<file path="config.mk">
export PLATFORM = sky130hd
export DESIGN_NAME = itqe_seq
export DESIGN_NICKNAME = d
export VERILOG_FILES = /design/src/hw/rtl/itqe_pkg.sv /design/src/hw/rtl/itqe_seq.sv
export SDC_FILE = /design/constraint.sdc
export NUM_CORES = 1
export LEC_CHECK = 0
export BUFFER_PORTS_ARGS = -buffer_cell sky130_fd_sc_hd__buf_2
export CORE_MARGIN = 4
export CORE_UTILIZATION = 30
export CTS_CLUSTER_SIZE = 16
export DETAILED_ROUTE_END_ITERATION = 10
export SYNTH_ARGS = -nofsm -noshare
export SYNTH_HDL_FRONTEND = slang
export SYNTH_SLANG_ARGS = --single-unit
</file>
<file path="constraint.sdc">
create_clock -name clk -period 3.06 [get_ports clk]
set_clock_uncertainty 0.2 [all_clocks]
set_input_delay 0.765 -clock clk [delete_from_list [all_inputs] [get_ports clk]]
set_output_delay 0.765 -clock clk [all_outputs]
set_load 0.05 [all_outputs]
</file>
<file path="src/hw/rtl/itqe_pkg.sv">
// Package of the table quantile engine: widths, codes, control word format and microcode ROM.
package itqe_pkg;

    localparam int DEPTH_DEF      = 1024;
    localparam int ENTRY_BITS_DEF = 32;
    localparam int SIZE_CFG_W     = 11;
    localparam int SIZE_RESET     = 128;
    localparam int OP_W           = 3;
    localparam int IDX_W          = 32;
    localparam int VALUE_W        = 32;
    localparam int FRAC_W         = 15;
    localparam int RESULT_W       = 48;
    localparam int PROD_W         = 64;
    localparam int LEFT_W         = 50;
    localparam int MUL_CNT_W      = 4;
    localparam int PADDR_W        = 3;
    localparam int PDATA_W        = 32;

    // Word index of the size register on the configuration port.
    localparam logic REG_SIZE_CFG = 1'b0;

    typedef enum logic [OP_W-1:0] {
        OP_WRITE    = 3'd0,
        OP_READ     = 3'd1,
        OP_FILL     = 3'd2,
        OP_INVERSE  = 3'd3,
        OP_QUANTILE = 3'd4,
        OP_SUM      = 3'd5
    } op_t;

    typedef enum logic [4:0] {
        S_CLEAR, S_IDLE, S_WR, S_RD0, S_RD1, S_FILL,
        S_INV_P, S_INV_W, S_INV_HIT, S_INV_NONE,
        S_SUM_P, S_SUM_L, S_SUM_E,
        S_Q_P, S_Q_SUM, S_Q_Z, S_Q_ZERO, S_Q_MUL, S_Q_LD, S_Q_P2, S_Q_W,
        S_Q_HIT, S_Q_MISS
    } step_t;

    typedef enum logic [3:0] {
        C_NONE, C_IN_VALID, C_CLR_LAST, C_ADDR_LAST, C_DIX_LAST,
        C_OUT_FREE, C_ACC_ZERO, C_MUL_LAST, C_GT, C_HIT
    } cond_t;

    typedef enum logic [1:0] {A_HOLD, A_LOAD, A_ZERO, A_INC} addr_op_t;
    typedef enum logic [1:0] {W_NONE, W_ZERO, W_VALUE} wr_op_t;
    typedef enum logic [1:0] {ACC_HOLD, ACC_CLR, ACC_ADD} acc_op_t;
    typedef enum logic [1:0] {M_HOLD, M_INIT, M_STEP} mul_op_t;
    typedef enum logic [1:0] {L_HOLD, L_LOAD, L_SUB} left_op_t;
    typedef enum logic [2:0] {R_RDATA, R_ACC, R_ZERO, R_CAP, R_CAPM1, R_SIZEM1} res_sel_t;

    typedef struct packed {
        logic     accept;
        logic     dispatch;
        addr_op_t addr_op;
        wr_op_t   wr_op;
        acc_op_t  acc_op;
        mul_op_t  mul_op;
        left_op_t left_op;
        logic     cap;
        res_sel_t res_sel;
        logic     emit;
        cond_t    c1;
        step_t    t1;
        cond_t    c2;
        step_t    t2;
        step_t    t_else;
    } ctrl_t;

    typedef struct packed {
        logic            in_valid;
        logic [OP_W-1:0] op;
        logic            clr_last;
        logic            addr_last;
        logic            dix_last;
        logic            out_free;
        logic            acc_zero;
        logic            mul_last;
        logic            gt;
        logic            hit;
    } stat_t;

    localparam ctrl_t CTRL_NOP = '{
        accept: 1'b0, dispatch: 1'b0, addr_op: A_HOLD, wr_op: W_NONE,
        acc_op: ACC_HOLD, mul_op: M_HOLD, left_op: L_HOLD, cap: 1'b0,
        res_sel: R_ZERO, emit: 1'b0, c1: C_NONE, t1: S_IDLE, c2: C_NONE,
        t2: S_IDLE, t_else: S_IDLE
    };

    // One control word per step. A result step waits on itself until the output is free.
    function automatic ctrl_t ucode(step_t s);
        ctrl_t c;
        c = CTRL_NOP;
        unique case (s)
            S_CLEAR: begin
                c.wr_op = W_ZERO;  c.addr_op = A_INC;
                c.c1 = C_CLR_LAST; c.t1 = S_IDLE; c.t_else = S_CLEAR;
            end
            S_IDLE: begin
                c.accept = 1'b1; c.dispatch = 1'b1;
                c.addr_op = A_LOAD; c.acc_op = ACC_CLR;
                c.c1 = C_IN_VALID; c.t_else = S_IDLE;
            end
            S_WR: begin
                c.wr_op = W_VALUE; c.t_else = S_IDLE;
            end
            S_RD0: begin
                c.t_else = S_RD1;
            end
            S_RD1: begin
                c.res_sel = R_RDATA; c.emit = 1'b1;
                c.c1 = C_OUT_FREE; c.t1 = S_IDLE; c.t_else = S_RD1;
            end
            S_FILL: begin
                c.wr_op = W_VALUE; c.addr_op = A_INC;
                c.c1 = C_ADDR_LAST; c.t1 = S_IDLE; c.t_else = S_FILL;
            end
            S_INV_P: begin
                c.addr_op = A_INC; c.t_else = S_INV_W;
            end
            S_INV_W: begin
                c.addr_op = A_INC; c.cap = 1'b1;
                c.c1 = C_GT; c.t1 = S_INV_HIT;
                c.c2 = C_DIX_LAST; c.t2 = S_INV_NONE;
                c.t_else = S_INV_W;
            end
            S_INV_HIT: begin
                c.res_sel = R_CAPM1; c.emit = 1'b1;
                c.c1 = C_OUT_FREE; c.t1 = S_IDLE; c.t_else = S_INV_HIT;
            end
            S_INV_NONE: begin
                c.res_sel = R_ZERO; c.emit = 1'b1;
                c.c1 = C_OUT_FREE; c.t1 = S_IDLE; c.t_else = S_INV_NONE;
            end
            S_SUM_P: begin
                c.addr_op = A_INC; c.t_else = S_SUM_L;
            end
            S_SUM_L: begin
                c.addr_op = A_INC; c.acc_op = ACC_ADD;
                c.c1 = C_DIX_LAST; c.t1 = S_SUM_E; c.t_else = S_SUM_L;
            end
            S_SUM_E: begin
                c.res_sel = R_ACC; c.emit = 1'b1;
                c.c1 = C_OUT_FREE; c.t1 = S_IDLE; c.t_else = S_SUM_E;
            end
            S_Q_P: begin
                c.addr_op = A_INC; c.t_else = S_Q_SUM;
            end
            S_Q_SUM: begin
                c.addr_op = A_INC; c.acc_op = ACC_ADD;
                c.c1 = C_DIX_LAST; c.t1 = S_Q_Z; c.t_else = S_Q_SUM;
            end
            S_Q_Z: begin
                c.mul_op = M_INIT;
                c.c1 = C_ACC_ZERO; c.t1 = S_Q_ZERO; c.t_else = S_Q_MUL;
            end
            S_Q_ZERO: begin
                c.res_sel = R_ZERO; c.emit = 1'b1;
                c.c1 = C_OUT_FREE; c.t1 = S_IDLE; c.t_else = S_Q_ZERO;
            end
            S_Q_MUL: begin
                c.mul_op = M_STEP;
                c.c1 = C_MUL_LAST; c.t1 = S_Q_LD; c.t_else = S_Q_MUL;
            end
            S_Q_LD: begin
                c.left_op = L_LOAD; c.addr_op = A_ZERO; c.t_else = S_Q_P2;
            end
            S_Q_P2: begin
                c.addr_op = A_INC; c.t_else = S_Q_W;
            end
            S_Q_W: begin
                c.addr_op = A_INC; c.left_op = L_SUB; c.cap = 1'b1;
                c.c1 = C_HIT; c.t1 = S_Q_HIT;
                c.c2 = C_DIX_LAST; c.t2 = S_Q_MISS;
                c.t_else = S_Q_W;
            end
            S_Q_HIT: begin
                c.res_sel = R_CAP; c.emit = 1'b1;
                c.c1 = C_OUT_FREE; c.t1 = S_IDLE; c.t_else = S_Q_HIT;
            end
            S_Q_MISS: begin
                c.res_sel = R_SIZEM1; c.emit = 1'b1;
                c.c1 = C_OUT_FREE; c.t1 = S_IDLE; c.t_else = S_Q_MISS;
            end
            default: begin
                c = CTRL_NOP;
            end
        endcase
        return c;
    endfunction

endpackage

</file>
<file path="src/hw/rtl/itqe_seq.sv">
// Microcode sequencer of the table quantile engine: step counter, ROM fetch and jumps.
module itqe_seq
    import itqe_pkg::*;
(
    input  logic  clk,
    input  logic  rst_n,
    input  stat_t stat,
    output ctrl_t ctrl
);

    step_t pc_reg;
    step_t pc_next;

    function automatic logic cond_true(cond_t c, stat_t s);
        logic r;
        unique case (c)
            C_NONE:      r = 1'b0;
            C_IN_VALID:  r = s.in_valid;
            C_CLR_LAST:  r = s.clr_last;
            C_ADDR_LAST: r = s.addr_last;
            C_DIX_LAST:  r = s.dix_last;
            C_OUT_FREE:  r = s.out_free;
            C_ACC_ZERO:  r = s.acc_zero;
            C_MUL_LAST:  r = s.mul_last;
            C_GT:        r = s.gt;
            C_HIT:       r = s.hit;
            default:     r = 1'b0;
        endcase
        return r;
    endfunction

    function automatic step_t op_entry(logic [OP_W-1:0] op);
        step_t e;
        unique case (op_t'(op))
            OP_WRITE:    e = S_WR;
            OP_READ:     e = S_RD0;
            OP_FILL:     e = S_FILL;
            OP_INVERSE:  e = S_INV_P;
            OP_QUANTILE: e = S_Q_P;
            OP_SUM:      e = S_SUM_P;
            default:     e = S_IDLE;
        endcase
        return e;
    endfunction

    always_ff @(posedge clk or negedge rst_n)
    begin
        if (!rst_n)
        begin
            pc_reg <= S_CLEAR;
        end
        else
        begin
            pc_reg <= pc_next;
        end
    end

    always_comb
    begin
        ctrl = ucode(pc_reg);
        priority if (cond_true(ctrl.c1, stat))
        begin
            pc_next = ctrl.dispatch ? op_entry(stat.op) : ctrl.t1;
        end
        else if (cond_true(ctrl.c2, stat))
        begin
            pc_next = ctrl.t2;
        end
        else
        begin
            pc_next = ctrl.t_else;
        end
    end

endmodule

</file>
# Yosys cells after proc, flatten, opt, wreduce, memory -nomap -nowiden
# Index checks and enable logic that the tools add are counted.
dict set report totals {
  output_inout_bits 40
  inputBits 14
  wordCells 79
  ff_bits 5
}
dict set report op_classes {
  reduce_logical 14
  n_eq_ne 45
  mux 19
}
# cell count
set op_table {}
lappend op_table {{$pmux 5 s15} 1}
lappend op_table {{$pmux 4 s6} 2}
lappend op_table {{$eq 5x4->1 const B} 8}
lappend op_table {{$pmux 4 s9} 1}
lappend op_table {{$eq 5x5->1 const B} 7}
lappend op_table {{$eq 4x3->1 const B} 8}
lappend op_table {{$pmux 5 s6} 1}
lappend op_table {{$eq 5x3->1 const B} 4}
lappend op_table {{$reduce_or 2->1} 10}
lappend op_table {{$pmux 1 s9} 2}
lappend op_table {{$eq 4x2->1 const B} 4}
lappend op_table {{$eq 4x4->1 const B} 4}
lappend op_table {{$pmux 2 s2} 4}
lappend op_table {{$pmux 8 s2} 1}
lappend op_table {{$mux 5} 3}
lappend op_table {{$eq 5x2->1 const B} 2}
lappend op_table {{$reduce_or 10->1} 1}
lappend op_table {{$eq 4x1->1 const B} 2}
lappend op_table {{$reduce_or 7->1} 1}
lappend op_table {{$eq 3x2->1 const B} 2}
lappend op_table {{$eq 3x3->1 const B} 2}
lappend op_table {{$pmux 2 s3} 1}
lappend op_table {{$eq 5x1->1 const B} 1}
lappend op_table {{$logic_not 5->1} 1}
lappend op_table {{4 further kinds} 5}

# Logic depth before layout (Yosys ltp)
# Gate-level depths: netlist of run 1.
dict set report logic_depth {
  depth_word 8
  ltp_mapped 9
  mapped_depth_nobuf 7
}

# Worst setup path after synthesis of run 1
# No wires, ideal clock.
dict set report synth_timing {
  path_kind {register -> output}
  startpoint {register pc_reg[4]}
  endpoint {output ctrl[38] in the netlist's numbering}
  path_stages_with_launch 6
  path_slack_ps -1418
  path_buffers 4
  t_required_ps 2095
  arrival_time_ps 3513
  path_cell_list {dfrtp_1 > buf_2 > buf_2 > buf_2 > nor4b_1 > buf_4}
}
# item line
set synth_rtl {}
lappend synth_rtl {{from (decl)} itqe_seq.sv:11} ;# step_t pc_reg;
lappend synth_rtl {{from (signal assigned)} itqe_seq.sv:54} ;# pc_reg <= pc_next;
lappend synth_rtl {{to (decl)} itqe_seq.sv:8} ;# output ctrl_t ctrl

==> results of run 1 <==
[worst register-to-register path, stage by stage (launching register included)]
cell and delay, ns:
dfrtp_1 0.50, buf_4 0.24, nor4_1 0.33, a21oi_1 0.07
nand4_1 0.18, mux2_2 0.35, a22oi_1 0.23, nand2_2 0.19
mux2_4 0.33
[Yosys cell counts (all sizes together), types with 3 or more instances]
cell type,number
buf,22
a21oi,17
nand2,15
nor2,13
o21ai,11
nand2b,9
nand3,8
inv,7
mux2i,6
nor2b,6
dfrtp,5
and3,4
clkbuf,4
mux2,4
nor3,4
a31oi,3
nand3b,3
nor4,3
o22ai,3
or2,3
[what timing repair did]
action                                  CTS  global route
gates resized for setup                   0             2
endpoints found under the setup margin    0             8
setup buffers                             0             1
[worst max path at each step]
stage	cells past startpoint	end
finish	5	ctrl[36]
global route	5	ctrl[36]
CTS	4	ctrl[16]
detailed placement	8	pc_reg[0]$_DFF_PN0_
global placement	8	pc_reg[4]$_DFF_PN0_
floorplan	6	ctrl[26]
[cell families (layout without fill, tap and decap cells)]
logic type | count (synthesis) | count (layout) | synth area share [%]
buffers and inverters | 33 | 72 | 14.43
and+or+nand+nor | 78 | 78 | 36.19
other | 1 | 3 | 0.3090
adders and majority gates | 1 | 1 | 0.8248
xor gates and xnor gates | 3 | 3 | 2.165
muxes | 10 | 10 | 9.587
AOI/OAI and AO/OA | 51 | 51 | 26.19
DFF | 5 | 5 | 10.31
[through the flow]
stage / cell area (um2) / TNS (ns) / worst slack, ns
finish: 1562 / 0 / 0.1836
global route: 1562 / 0 / 0.04250
CTS: 1550 / 0 / 0.03096
detailed placement: 1505 / 0 / 0.2774
global placement: 1505 / 0 / 0.2273
floorplan: 1256 / -0.3707 / -0.07938
[layout by cell type (no fill, tap or decap), types with 3 or more instances in the layout]
master / n
nor2b_1: 5
buf_4: 10
nand3b_1: 3
buf_2: 50
a31oi_1: 3
nor2_1: 12
nand2_1: 14
nand3_1: 8
and3_1: 3
clkbuf_8: 3
a21oi_1: 17
conb_1: 3
nand2b_1: 9
mux2i_1: 6
mux2_4: 3
o21ai_0: 10
inv_1: 6
dfrtp_1: 4
o22ai_1: 3
[metal layers]
metal	up-vias	track usage (%)	part of all wire, %
met5	-	0	0
met4	0	2.714	0.90
met3	4	1.823	6.3
met2	57	23.27	46
met1	660	22.50	47
li1	728	-	-
[layout make-up]
type / instances / area, um2 / share of cell area (%)
Multi-Input combinational cell: 146 / 954.7 / 61.14
Timing Repair Buffer: 61 / 345.3 / 22.12
Sequential cell: 5 / 126.4 / 8.093
Tap cell: 48 / 60.06 / 3.846
Clock buffer: 4 / 45.04 / 2.885
Inverter: 7 / 30.03 / 1.923
==> impl_metrics.json, run 1 <==
{
  "cp_slowest_cell": "dfrtp_1",
  "slowest_delay_ns": 0.54,
  "dieArea_um2": 5127,
  "largest_reg_flops": 5,
  "cts_max_level": 1,
  "outcome": "finished clean",
  "path_buf_inv": 2,
  "period_share_pct": 94.00,
  "ys_ff_latch": 5,
  "ys_seq_area_share_pct": 10.31,
  "area_growth_pct": 28.66,
  "holdBufCountCts": 0,
  "setup.worst_path.start_class": "register",
  "finalCriticalPeriod_ns": 2.876,
  "critPathKind": "register to primary output",
  "max_freq_mhz": 347.7,
  "ys.flop_type": "dfrtp_1",
  "diodes": 0,
  "r2r_setup_slack_ns": 0.34,
  "antenna_found_initial": 0,
  "setup_viol": 0,
  "required_ns": 2.09,
  "async_reset_ff_share_pct": 100.0,
  "numCtsBuffers": 3,
  "synth.avg_cell_area_um2": 6.668,
  "start_util_pct": 32.18,
  "coreArea_um2": 3771,
  "grt_max_degree": 30,
  "maxCapViolations": 0,
  "crit_arrival_ns": 1.91,
  "yosysTopAreaCell": "dfrtp_1",
  "ys_types": 52,
  "grt_pass1_vias": 1344,
  "critPathTopFamily": "flip-flops",
  "vias": 1449,
  "yosysTopAreaCellShare_pct": 10.31,
  "synth_area_um2": 1214,
  "startpoint": "pc_reg[2]$_DFF_PN0_",
  "clock_path_buffers": 2,
  "fin_hold_ws_ns": 0.1505,
  "final_cell_count_no_fill": 271,
  "place_hpwl_mm": 3.104,
  "n_fill_cell": 429,
  "rr_worst_depth": 8,
  "numClockSinks": 5,
  "antenna_left": 0,
  "drtPass1Iterations": 4,
  "cp_max_fo": 10,
  "cts_root_buf": "clkbuf_8",
  "via_per_inst": 5.347,
  "utilization_pct": 41.41,
  "maxSlewViolCount": 0,
  "wl_per_cell_um": 14.75,
  "die_w_um": 71.61,
  "ioPinCount": 54,
  "cts.clk_slew.worst_paths_ns": 0.03,
  "drt_iter0_markers": 98,
  "synth_edf_count": 0,
  "post-route-drc-count": 0,
  "hp-class": "input port to asynchronous set/reset pin",
  "grt-ovfl-total": 0,
  "cts_tree": "built",
  "layout.nets": 238,
  "insertion_delay_ns": 0.22,
  "path_cells": "inv_1, nor3_1, o21ai_0, o21ai_1, buf_2",
  "syn-instance-count": 182,
  "row_count": 22,
  "reg2reg_to": "pc_reg[0]$_DFF_PN0_",
  "fp.dieH_um": 71.61,
  "layout-drive-gt1-share_pct": 36.77,
  "hold_violations": 0,
  "routed_wirelength_mm": 3.996,
  "grt_usage_pct": 15.08,
  "r2r-start": "pc_reg[3]$_DFF_PN0_",
  "critPathCaptureType": "primary output",
  "grt_pass1_wl_mm": 6.403,
  "rsz0062_at_grt": "no",
  "globalplace.congestion": 0.8763,
  "synth_warnings": 0,
  "dpl.cell_count": 266,
  "synthTopCellsByArea": "dfrtp_1 (10%), a21oi_1 (7.0%), buf_4 (6.8%)",
  "portBuffers": 50
}
Power of run 1 is left out: the tool's default activity adds up to more than one toggle a clock period on the data nets, which glitch-free logic cannot reach.
==> run 2: changes to the inputs <==
--- a/config.mk
+++ b/config.mk
@@ -7,7 +7,7 @@
 export LEC_CHECK = 0
 export BUFFER_PORTS_ARGS = -buffer_cell sky130_fd_sc_hd__buf_2
 export CORE_MARGIN = 4
-export CORE_UTILIZATION = 30
+export CORE_UTILIZATION = 28
 export CTS_CLUSTER_SIZE = 16
 export DETAILED_ROUTE_END_ITERATION = 10
 export SYNTH_ARGS = -nofsm -noshare
==> run 2 against run 1 <==
Against the previous run:
- non-clock buffer count rose by 3
- sequential share of layout area fell by 0.064 points
- die area rose by 6.3%
- worst setup slack got worse by 0.056 ns
- global-route usage barely moved
- clock-buffer cell count did not move
- wire length rose by 1.5%
- first-iteration DRC count rose by 19%
- via count rose by 0.97%
- cell count rose by 1.8%
- cell area rose by 0.80%
- hold slack got worse by 0.0023 ns
- critical path type unchanged
- highest routed layer unchanged
==> impl_metrics.json, run 2 (synthesized netlist as in run 1, its figures left out) <==
{
  "die_w_um": 73.84,
  "insertion_delay_ns": 0.22,
  "diodes": 0,
  "area_growth_pct": 29.69,
  "holdBufCountCts": 0,
  "cts.clk_slew.worst_paths_ns": 0.04,
  "tns_ns": 0,
  "via_per_inst": 5.301,
  "antenna_left": 0,
  "worst_slew_pin_slew_ns": 0.4626,
  "drt_iter0_markers": 117,
  "numCtsBuffers": 3,
  "grt_max_degree": 22,
  "max_freq_mhz": 341.1,
  "row_count": 23,
  "layout-drive-gt1-share_pct": 37.61,
  "path_cells": "buf_4, nor2_1, a21oi_1, a2bb2oi_1, or2_2, buf_2",
  "final_common_cell": "buf_2",
  "grt_usage_pct": 15.07,
  "place_ws_ns": 0.3039,
  "clock_path_buffers": 2,
  "ioPinCount": 54,
  "required_ns": 2.09,
  "fp.dieH_um": 73.84,
  "critPathCaptureType": "primary output",
  "fin_area_um2": 1574,
  "portBuffers": 50,
  "dieArea_um2": 5452,
  "coreArea_um2": 4086,
  "setup_viol": 0,
  "cts_tree": "built",
  "maxCapViolations": 0,
  "hold_violations": 0,
  "largest_reg_flops": 5,
  "slowest_delay_ns": 0.53,
  "post-cts-setup-buffers": 0,
  "cts_root_buf": "clkbuf_8",
  "critPathKind": "register to primary output",
  "cp_slowest_cell": "dfrtp_1",
  "cp_max_fo": 11,
  "crit_arrival_ns": 1.97,
  "vias": 1463,
  "rsz0062_at_grt": "no",
  "setup.worst_path.start_class": "register",
  "period_share_pct": 95.82,
  "place_hpwl_mm": 3.229,
  "grt-ovfl-total": 0,
  "hp-class": "input port to asynchronous set/reset pin",
  "routed_wirelength_mm": 4.056,
  "n_fill_cell": 472,
  "layout_common_cells": "buf_2 (50), a21oi_1 (17), nand2_1 (14), buf_4 (14), nor2_1 (12)",
  "cts_resized": 0,
  "finalCriticalPeriod_ns": 2.932,
  "grt_pass1_vias": 1393,
  "globalplace.congestion": 0.8991,
  "drtPass1Iterations": 4,
  "antenna_found_initial": 0,
  "post-route-drc-count": 0,
  "maxSlewViolCount": 0,
  "grt_pass1_wl_mm": 6.610,
  "cts_max_level": 1,
  "dpl_cell_area_um2": 1525,
  "outcome": "finished clean",
  "layout.nets": 241,
  "relSlewSlack_pct": 68.36,
  "wl_per_cell_um": 14.70,
  "numClockSinks": 5,
  "fin_ws_ns": 0.1280,
  "start_util_pct": 29.70
}
-- run 2: cell types whose count changed in the layout (fill, tap and decap cells not counted) --
| cell | change |
|---|---|
| buf_12 | -1 |
| buf_4 | +4 |
-- run 2: worst paths after layout --
kind | start | end | slack, ns | depth (start not counted)
worst max-delay path | pc_reg[1]$_DFF_PN0_ | ctrl[25] | 0.13 | 6
max in group asynchronous | rst_n | pc_reg[0]$_DFF_PN0_ | 2.37 | 1
worst min register to register | pc_reg[4]$_DFF_PN0_ | pc_reg[2]$_DFF_PN0_ | 0.61 | 4
min in group clk | pc_reg[4]$_DFF_PN0_ | pc_reg[2]$_DFF_PN0_ | 0.61 | 4
worst max register to register | pc_reg[3]$_DFF_PN0_ | pc_reg[0]$_DFF_PN0_ | 0.29 | 8
worst min-delay path | rst_n | pc_reg[4]$_DFF_PN0_ | 0.15 | 1
-- run 2: layout make-up --
class	count	area [um2]	area share, %
Multi-Input combinational cell	146	954.7	60.65
Timing Repair Buffer	64	355.3	22.58
Sequential cell	5	126.4	8.029
Tap cell	50	62.56	3.975
Clock buffer	4	45.04	2.862
Inverter	7	30.03	1.908
-- run 2: worst max-delay path, delay by kind of cell, from the launching register on --
kind	cells	cell delay [ns]
simple gates	2	0.55
flops	1	0.53
buf+inv	2	0.45
compound gates	2	0.21
-- run 2: routing by layer --
metal / wire, um / vias up / track usage, % / share of wire, %
li1: - / 729 / - / -
met1: 1810 / 675 / 22.48 / 45
met2: 1917 / 53 / 23.13 / 47
met3: 273 / 6 / 2.052 / 6.7
met4: 55 / 0 / 2.414 / 1.4
met5: 0 / - / 0 / 0
-- run 2: stage by stage --
stage | hold slack [ns] | util (%) | std cells
6_report | 0.1481 | 38.52 | 276
5_1_grt | 0.1596 | 38.52 | 276
4_1_cts | 0.1462 | 38.43 | 276
3_5_place_dp | 0.3804 | 37.32 | 272
3_3_place_gp | 0.3830 | 37.32 | 272
2_1_floorplan | 0.2694 | - | 184
Power of run 2 is left out for the same reason.
==> run 3: changes to the inputs <==
--- a/config.mk
+++ b/config.mk
@@ -6,6 +6,7 @@
 export NUM_CORES = 1
 export LEC_CHECK = 0
 export BUFFER_PORTS_ARGS = -buffer_cell sky130_fd_sc_hd__buf_2
+export CORE_ASPECT_RATIO = 1.75
 export CORE_MARGIN = 4
 export CORE_UTILIZATION = 28
 export CTS_CLUSTER_SIZE = 16
==> run 3 against run 2 <==
Against the previous run:
- via count increased by 2.5%
- utilization decreased by 0.29 points
- fmax decreased by 1.7%
- cell count decreased by 0.36%
- wire length increased by 0.89%
- critical path type unchanged
- critical path depth decreased by 1
- register-to-register slack about the same
- first-iteration DRC count decreased by 50%
- sequential cell count unchanged
- clock-buffer cell count unchanged
- non-clock buffer count unchanged
==> impl_metrics.json, run 3 (synthesized netlist as in run 1, its figures left out) <==
{
  "grt_usage_pct": 15.19,
  "place_hpwl_mm": 3.379,
  "critPathCaptureType": "primary output",
  "antenna_found_initial": 0,
  "maxSlewViolCount": 0,
  "max_freq_mhz": 335.4,
  "outcome": "finished clean",
  "required_ns": 2.09,
  "numClockSinks": 5,
  "die_w_um": 57.77,
  "dieArea_um2": 5494,
  "fin_ws_ns": 0.07831,
  "layout_common_cells": "buf_2 (49), a21oi_1 (17), nand2_1 (14)",
  "place_ws_ns": 0.2755,
  "grt-ovfl-total": 0,
  "cp_max_fo": 10,
  "n_fill_cell": 458,
  "relSlewSlack_pct": 65.27,
  "worst_slew_pin_slew_ns": 0.5079,
  "largest_reg_flops": 5,
  "globalRouteMet2Util_pct": 27.92,
  "layout.nets": 241,
  "via_per_inst": 5.455,
  "final_common_cell": "buf_2",
  "hp-class": "input port to asynchronous set/reset pin",
  "vias": 1500,
  "wl_per_cell_um": 14.88,
  "cts_root_buf": "clkbuf_8",
  "critPathKind": "register to primary output",
  "post-cts-setup-buffers": 0,
  "finalCriticalPeriod_ns": 2.982,
  "maxCapViolations": 0,
  "antenna_left": 0,
  "drt_iter0_markers": 58,
  "period_share_pct": 97.44,
  "ioPinCount": 54,
  "diodes": 0,
  "clock_path_buffers": 2,
  "cts.clk_slew.worst_paths_ns": 0.03,
  "coreArea_um2": 4150,
  "rsz0062_at_grt": "no",
  "cts_tree": "built",
  "drtPass1Iterations": 4,
  "start_util_pct": 29.24,
  "row_count": 31,
  "grt_pass1_wl_mm": 6.713,
  "area_growth_pct": 30.72,
  "use_met1_pct": 17.12,
  "setup.worst_path.start_class": "register",
  "fin_hold_ws_ns": 0.1557,
  "post-route-drc-count": 0,
  "hold_violations": 0,
  "grt_util_met3_pct": 1.762,
  "layout-drive-gt1-share_pct": 37.61,
  "cts_max_level": 1,
  "globalplace.congestion": 0.8782,
  "busiest_layer": "met2",
  "insertion_delay_ns": 0.22,
  "r2r_setup_slack_ns": 0.29,
  "setup_viol": 0,
  "fp.dieH_um": 95.10,
  "grt_max_degree": 27,
  "routed_wirelength_mm": 4.092,
  "crit_arrival_ns": 2.02,
  "portBuffers": 50,
  "grt_pass1_vias": 1461,
  "numCtsBuffers": 3
}
-- run 3: cell types whose count changed in the layout (fill, tap and decap cells not counted), sizes merged --
cell    before  now
clkbuf       4    5
buf         64   63
-- run 3: final cells by class --
| class | instances | area [um2] | area share, % |
|---|---|---|---|
| inverter | 7 | 30.03 | 1.893 |
| multi-input combinational | 146 | 952.2 | 60.02 |
| clock buffer | 4 | 45.04 | 2.839 |
| sequential | 5 | 127.6 | 8.044 |
| tap | 49 | 61.31 | 3.864 |
| timing repair buffer | 64 | 370.4 | 23.34 |
-- run 3: stage by stage --
step / area (um2) / utilization (%) / cells / setup TNS (ns)
after global placement: 1536 / 37.02 / 271 / 0
after detailed placement: 1536 / 37.02 / 271 / 0
after floorplan: 1256 / - / 184 / -0.3707
after CTS: 1582 / 38.11 / 275 / 0
final: 1587 / 38.23 / 275 / 0
after global routing: 1587 / 38.23 / 275 / 0
-- run 3: what timing repair did --
action / CTS / global route
hold buffers: 0 / 0
endpoints found under the setup margin: 0 / 5
gates resized for setup: 0 / 3
-- run 3: critical path: stages, from the launching register on --
cell and delay (ns):
dfrtp_1 0.49, buf_4 0.21, nand2_1 0.13, nor3_2 0.39, o21bai_1 0.25, buf_2 0.33
-- run 3: final timing paths --
| check | start | to | cells after the start |
|---|---|---|---|
| hold / removal | rst_n | pc_reg[2]$_DFF_PN0_ | 1 |
| max in group asynchronous | rst_n | pc_reg[3]$_DFF_PN0_ | 1 |
| hold reg to reg | pc_reg[2]$_DFF_PN0_ | pc_reg[2]$_DFF_PN0_ | 4 |
| setup reg to reg | pc_reg[2]$_DFF_PN0_ | pc_reg[0]$_DFF_PN0_ | 8 |
| setup / recovery | pc_reg[2]$_DFF_PN0_ | ctrl[4] | 5 |
| min in group clk | stat[5] | pc_reg[2]$_DFF_PN0_ | 4 |
-- run 3: routing by layer --
layer  wire length (um)  vias up
met1               1522      688
met4                124        0
met5                  0        -
met2               2168       72
li1                   -      730
met3                276       10
Power of run 3 is left out for the same reason.
